[src/rtl/stereo_fir_256_tap_defines.svh]
// ---------------------------------------------------------------------------
// Assertion macros for the stereo FIR block
// Implication checks sampled on the rising clock edge, held off during reset.
// ---------------------------------------------------------------------------
`ifndef STEREO_FIR_256_TAP_DEFINES_SVH
`define STEREO_FIR_256_TAP_DEFINES_SVH

// Same-cycle implication.
`define SFT_ASSERT_SAME(label, ante, cons, msg) \
   label: assert property (@(posedge clock) disable iff (reset) (ante) |-> (cons)) \
      else $error(msg);

// Next-cycle implication.
`define SFT_ASSERT_NEXT(label, ante, cons, msg) \
   label: assert property (@(posedge clock) disable iff (reset) (ante) |=> (cons)) \
      else $error(msg);

`endif

[src/rtl/sft_pkg.sv]
// ---------------------------------------------------------------------------
// sft_pkg
// Sizes, word layouts, codes and control types shared by the stereo FIR.
// ---------------------------------------------------------------------------
package sft_pkg;

   // Tap count must stay a power of two: the delay line wraps by address overflow.
   localparam int NUM_TAPS    = 256;
   localparam int TAP_AW      = $clog2(NUM_TAPS);
   localparam int SAMPLE_BITS = 16;
   localparam int COEF_BITS   = 16;
   localparam int INDEX_BITS  = 8;
   localparam int ACC_BITS    = 48;
   localparam int PROD_BITS   = SAMPLE_BITS + COEF_BITS;

   localparam logic [TAP_AW-1:0] TAP_LAST = TAP_AW'(NUM_TAPS - 1);

   // Request word layout, lowest bit first.
   localparam int REQ_IDX_LSB   = 0;
   localparam int REQ_COEF_LSB  = REQ_IDX_LSB + INDEX_BITS;
   localparam int REQ_LEFT_LSB  = REQ_COEF_LSB + COEF_BITS;
   localparam int REQ_RIGHT_LSB = REQ_LEFT_LSB + SAMPLE_BITS;
   localparam int REQ_USED_BITS = REQ_RIGHT_LSB + SAMPLE_BITS;
   localparam int REQ_DATA_BITS = ((REQ_USED_BITS + 7) / 8) * 8;

   // Response word layout, lowest bit first.
   localparam int RSP_LEFT_LSB  = 0;
   localparam int RSP_RIGHT_LSB = SAMPLE_BITS;
   localparam int RSP_USED_BITS = 2 * SAMPLE_BITS;
   localparam int RSP_DATA_BITS = ((RSP_USED_BITS + 7) / 8) * 8;

   // Item kinds carried on the request tuser bit.
   localparam logic ACT_LOAD  = 1'b0;
   localparam logic ACT_FRAME = 1'b1;

   typedef enum logic [1:0] {
      ST_CLEAR,
      ST_IDLE,
      ST_MAC,
      ST_DRAIN
   } sft_state_type;

   typedef struct packed {
      logic              clear;      // write zero at tap into every memory
      logic              coef_we;    // load coefficient from the request
      logic              hist_we;    // push the request frame into the delay lines
      logic              issue;      // read coefficient and sample for tap
      logic              acc_clear;  // zero both accumulators
      logic              finish;     // round, saturate, capture result, advance slot
      logic [TAP_AW-1:0] tap;
   } sft_cmd_type;

   typedef struct packed {
      logic busy;                    // read or multiply stage still holds a tap
   } sft_status_type;

endpackage

[src/rtl/sft_ctrl.sv]
// ---------------------------------------------------------------------------
// sft_ctrl
// Sequencer: clearing sweep after reset, item intake, tap walk, drain and
// result hand-off.
// ---------------------------------------------------------------------------
module sft_ctrl
   import sft_pkg::*;
(
   input  logic           clock,
   input  logic           reset,
   input  logic           req_tvalid,
   input  logic           req_action,
   output logic           req_tready,
   output logic           rsp_tvalid,
   input  logic           rsp_tready,
   input  sft_status_type status,
   output sft_cmd_type    cmd
);

   sft_state_type     state_ff, state_in;
   logic [TAP_AW-1:0] tap_ff, tap_in;
   logic              out_full_ff, out_full_in;
   logic              accept, finish_ok;

   assign accept    = req_tvalid & req_tready;
   assign finish_ok = (state_ff == ST_DRAIN) & ~status.busy & (~out_full_ff | rsp_tready);

   // Next state.
   always_comb begin
      state_in = state_ff;
      tap_in   = '0;
      unique case (state_ff)
         ST_CLEAR: begin
            tap_in = tap_ff + 1'b1;
            if (tap_ff == TAP_LAST) begin
               state_in = ST_IDLE;
            end
         end
         ST_IDLE: begin
            if (accept && req_action == ACT_FRAME) begin
               state_in = ST_MAC;
            end
         end
         ST_MAC: begin
            tap_in = tap_ff + 1'b1;
            if (tap_ff == TAP_LAST) begin
               state_in = ST_DRAIN;
            end
         end
         ST_DRAIN: begin
            if (finish_ok) begin
               state_in = ST_IDLE;
            end
         end
         default: begin
            state_in = ST_CLEAR;
         end
      endcase
   end

   // Outputs.
   always_comb begin
      req_tready    = (state_ff == ST_IDLE);
      cmd.clear     = (state_ff == ST_CLEAR);
      cmd.coef_we   = accept & (req_action == ACT_LOAD);
      cmd.hist_we   = accept & (req_action == ACT_FRAME);
      cmd.acc_clear = accept & (req_action == ACT_FRAME);
      cmd.issue     = (state_ff == ST_MAC);
      cmd.finish    = finish_ok;
      cmd.tap       = tap_ff;
   end

   always_comb begin
      priority if (finish_ok) begin
         out_full_in = 1'b1;
      end else if (rsp_tready) begin
         out_full_in = 1'b0;
      end else begin
         out_full_in = out_full_ff;
      end
   end

   assign rsp_tvalid = out_full_ff;

   always_ff @(posedge clock) begin
      if (reset) begin
         state_ff    <= ST_CLEAR;
         tap_ff      <= '0;
         out_full_ff <= 1'b0;
      end else begin
         state_ff    <= state_in;
         tap_ff      <= tap_in;
         out_full_ff <= out_full_in;
      end
   end

endmodule

[config.mk]
export PLATFORM = sky130hd
export DESIGN_NAME = sft_ctrl
export DESIGN_NICKNAME = d
export VERILOG_FILES = /design/src/rtl/stereo_fir_256_tap_defines.svh /design/src/rtl/sft_pkg.sv /design/src/rtl/sft_ctrl.sv
export SDC_FILE = /design/constraint.sdc
export NUM_CORES = 1
export LEC_CHECK = 0
export ABC_AREA = 0
export BUFFER_PORTS_ARGS = -buffer_cell sky130_fd_sc_hd__buf_2
export CORE_AREA = 5 5 42 44
export CTS_CLUSTER_SIZE = 30
export DETAILED_ROUTE_END_ITERATION = 8
export DIE_AREA = 0 0 47 49
export HOLD_SLACK_MARGIN = 0.08
export MAX_ROUTING_LAYER = met4
export PLACE_DENSITY_LB_ADDON = 0.08
export SLEW_MARGIN = 25
export SYNTH_ARGS = -nofsm -noshare
export SYNTH_HDL_FRONTEND = slang
export SYNTH_SLANG_ARGS = --single-unit
[constraint.sdc]
create_clock -name clock -period 3 [get_ports clock]
set_clock_uncertainty 0.15 [all_clocks]
set_input_delay 0.6 -clock clock [delete_from_list [all_inputs] [get_ports clock]]
set_output_delay 0.6 -clock clock [all_outputs]
set_load 0.02 [all_outputs]
==> Yosys cells after proc, flatten, opt, wreduce, memory -nomap -nowiden <==
Index checks and enable logic that the tools add are counted.
{ "totals": {"mem_count": 0, "latch_bits": 0, "romBits": 0, "ramBits": 0, "regBits": 11, "wordCells": 35} }
{ "classes": {"n_reduce_logical": 6, "addsub": 1, "magnitude_cmp": 0, "n_eq_ne": 8, "bitwise_logic": 10, "div_mod_pow": 0, "multipliers": 0, "n_shift": 0, "muxes": 7} }
{ "op_table": {"columns": ["operator", "count"], "rows": [
  ["adder 8 x 1 -> 8 bit (second input constant)", 1],
  ["== test 8 bit (second input constant)", 1],
  ["2-to-1 mux 2 bit", 4],
  ["one-hot mux 2 bit (4 select lines)", 1],
  ["!= test 2 x 1 -> 1 bit (second input constant)", 3],
  ["AND 1 bit", 5],
  ["== test 2 bit (second input constant)", 2],
  ["NOT 1 bit", 4],
  ["AND reduction 4 bit", 1],
  ["OR reduction 2 bit", 2],
  ["== test 2 x 1 -> 1 bit (second input constant)", 1],
  ["zero test 2 bit", 1],
  ["2-to-1 mux 1 bit", 2],
  ["!= test 2 bit (second input constant)", 1],
  ["nonzero test 2 bit", 1],
  ["logical AND 1 bit", 1],
  ["bitwise OR 1 bit", 1]
]} }

==> Longest topological paths before layout <==
{ "depth": {"ltp_word": 5, "ltp_mapped": 5, "depth_no_buf": 5} }

==> Worst setup path before layout <==
OpenSTA, ideal clock, no wires.
{ "synth_timing": {"path_kind": "flip-flop to output port", "startpoint": "reg state_ff[1]", "endpoint": "out cmd[11] (netlist bit)", "path_buffers": 1, "path_slack_ns": 1.026, "stages_incl_launch_ff": 5, "arrival_time_ns": 1.224, "cell_sequence": "dfxtp_1 > inv_1 > ha_1 > and3_1 > buf_4"} }
{ "synth_rtl": {"columns": ["element", "line_no", "rtl"], "rows": [
  ["start: declaration", "sft_ctrl.sv:20", "sft_state_type state_ff, state_in;"],
  ["start signal: assignment", "sft_ctrl.sv:91", "state_ff <= state_in;"],
  ["end: declaration", "sft_ctrl.sv:17", "output sft_cmd_type cmd"]
]} }

==> reports/metrics.cfg <==
[outcome]
status = completed

[timing]
finalCritPeriodShare_pct = 67.1
min_period_ps = 2010
grt_setup_unrepaired = no
setup_viol = 0
fmax_ghz = 0.497
tns_ps = 0
tightest_slew_ps = 582
hold_viol_final = 0
holdWs_ps = 325
maxSlewViolCount = 0
relSlewSlack_pct = 61.2

[worst_setup_path]
ff2ff_setup_slack_ps = 1350
worstPathArrival_ps = 1260
cpMaxStageDelayCell = dfxtp_1
path_class = reg -> out
crit_start = state_ff[1]
end_kind = output port
timing.rr.end = tap_ff[4]
critPathRequiredTime_ps = 2250
r2r_cells = 4
critPathCapture = cmd[9]
r2r-start = state_ff[0]
critPathLaunchType = flop
slowest_delay_ps = 370
critPathMaxFanout = 4
path_cells = inv_1, ha_1, and3_1, buf_2

[global_route]
grt_first_pass_wirelength_um = 1850
first_global_vias = 461
grtUsageTotal_pct = 11.3
grt_max_degree = 9
antenna_found_initial = 0
grt-ovfl-total = 0

[placement]
dp_hpwl_um = 883
io_buffers = 21
gp_congestion = 0.744

[clock_network]
cts_buffers = 3
htreeDepth = 1
cts_tree = yes
clk_pin_slew_ps = 70
post_cts_buffers = 0
cts.sinks = 11
cts-root-buf = clkbuf_4
clockBufferDepth = 2
cts_resized = 0
cts_hold_buf = 0
worstSkewPairLatency_ps = 260

[drt]
vias_per_cell = 4.85
drtIter0Drc = 3
post-route-drc-count = 0
vias = 504
first_pass_iters = 4
antenna_left = 0
wl_um = 1080
routedWlPerCell_um = 10.4

[logic_synthesis]
yosys_most_used_dff = dfxtp_1
synth_seq_cells = 11
syn_area_um2 = 601
syn_nets = 77
synth-seq-area-share_pct = 36.7
synthDistinctLibCells = 24
synth_edf_count = 0
async_reset_ff_share_pct = 0
synth_area_per_cell_um2 = 9.24
yosysWarningCount = 0
synthCells = 65

[power_and_ir_drop]
ir_drop_v = 0.000216
leakage_nw = 0.325
power.density_nw_per_um2 = 496

[floorplanning]
core-area_um2 = 1400
die_area_um2 = 2300
rows = 14
die_h_um = 49
start_util_pct = 42.9
io_pins = 22
die_w_um = 47

[worst_hold_path]
hold_path_class = reg -> reg
hold_path.startpoint = tap_ff[0]

[layout]
insertedDiodeCount = 0
syn_to_final_growth_pct = 22.7
layout.nets = 101
layout_commonest_cell = buf_2
layout_common_cells = buf_2, dfxtp_1, nor2_1, ha_1, inv_1
drive_gt1_share_pct = 33.0

[run]
max_cap_viol_count = 0

final cells by class:
| cell class | count | area (µm²) |
|---|---|---|
| clock buffers | 4 | 26.3 |
| fillers | 142 | 664 |
| inverters | 5 | 18.8 |
| multi-input cells | 47 | 347 |
| flip-flops and latches | 11 | 220 |
| well taps | 16 | 20.0 |
| repair buffers | 21 | 105 |
per-layer routing:
layer  share of wire [%]  track usage [%]
met1                  45             13.0
met2                  46             16.5
met3                 4.7             2.21
met4                 3.6             8.29
met5                   0                -
worst min path at each step:
| stage | endpoint | slack [ps] | cells after the start |
|---|---|---|---|
| 3_3_place_gp | tap_ff[0] | 310 | 1 |
| 6_report | tap_ff[0] | 330 | 1 |
| 4_1_cts | tap_ff[0] | 330 | 1 |
| 5_1_grt | rsp_tvalid | 370 | 2 |
| 2_1_floorplan | state_ff[1] | 380 | 2 |
| 3_5_place_dp | tap_ff[0] | 310 | 1 |
sequential cells by signal, indices dropped and copies added (netlist names):
name	flops
rsp_tvalid	1
state_ff	2
tap_ff	8
synth_stat cells (2+ instances only):
cell      count  share of area [%]
nand4_1       2                2.1
buf_4         2                2.5
dfxtp_1      11                 37
nor2_1        9                5.6
nand2b_1      2                2.1
a21oi_1       3                2.5
xnor2_1       3                4.4
or3_1         2                2.1
ha_1          6                 12
nor2b_1       2                2.1
inv_1         5                3.1
nand2_1       4                2.5
o21ai_0       3                2.5
through the flow:
stage	utilization [%]	total power [mW]	std cells	cell area, µm²	setup WS, ps
after global routing	52.6	0.393	104	737	868
after floorplan	-	0.244	65	601	1030
after detailed placement	50.7	0.272	100	711	1160
final	52.6	0.366	104	737	987
after CTS	52.6	0.373	104	737	968
after global placement	50.7	0.271	100	711	1170
kinds of logic after synthesis:
family | Yosys count | synth area share, %
xor gates and xnor gates | 4 | 5.83
adders and majority gates | 6 | 12.5
DFF | 11 | 36.7
buffers and inverters | 7 | 5.62
and+or+nand+nor | 26 | 24.2
AOI/OAI and AO/OA | 11 | 15.2
critical path, delay by kind of cell (launching register included):
kind | cells | cell delay [ps]
flip-flops | 1 | 370
buffers and inverters | 2 | 250
AND/OR/NAND/NOR | 1 | 160
adder cells (fa/ha/maj) | 1 | 220
power breakdown:
part,internal (mW),switching (mW),total [mW]
Combinational,0.0390,0.0572,0.0962
Sequential,0.157,0.0138,0.171
Clock,0.0513,0.0471,0.0985
Total,0.248,0.118,0.366
No activity file was read; power rests on OpenSTA's default activity.
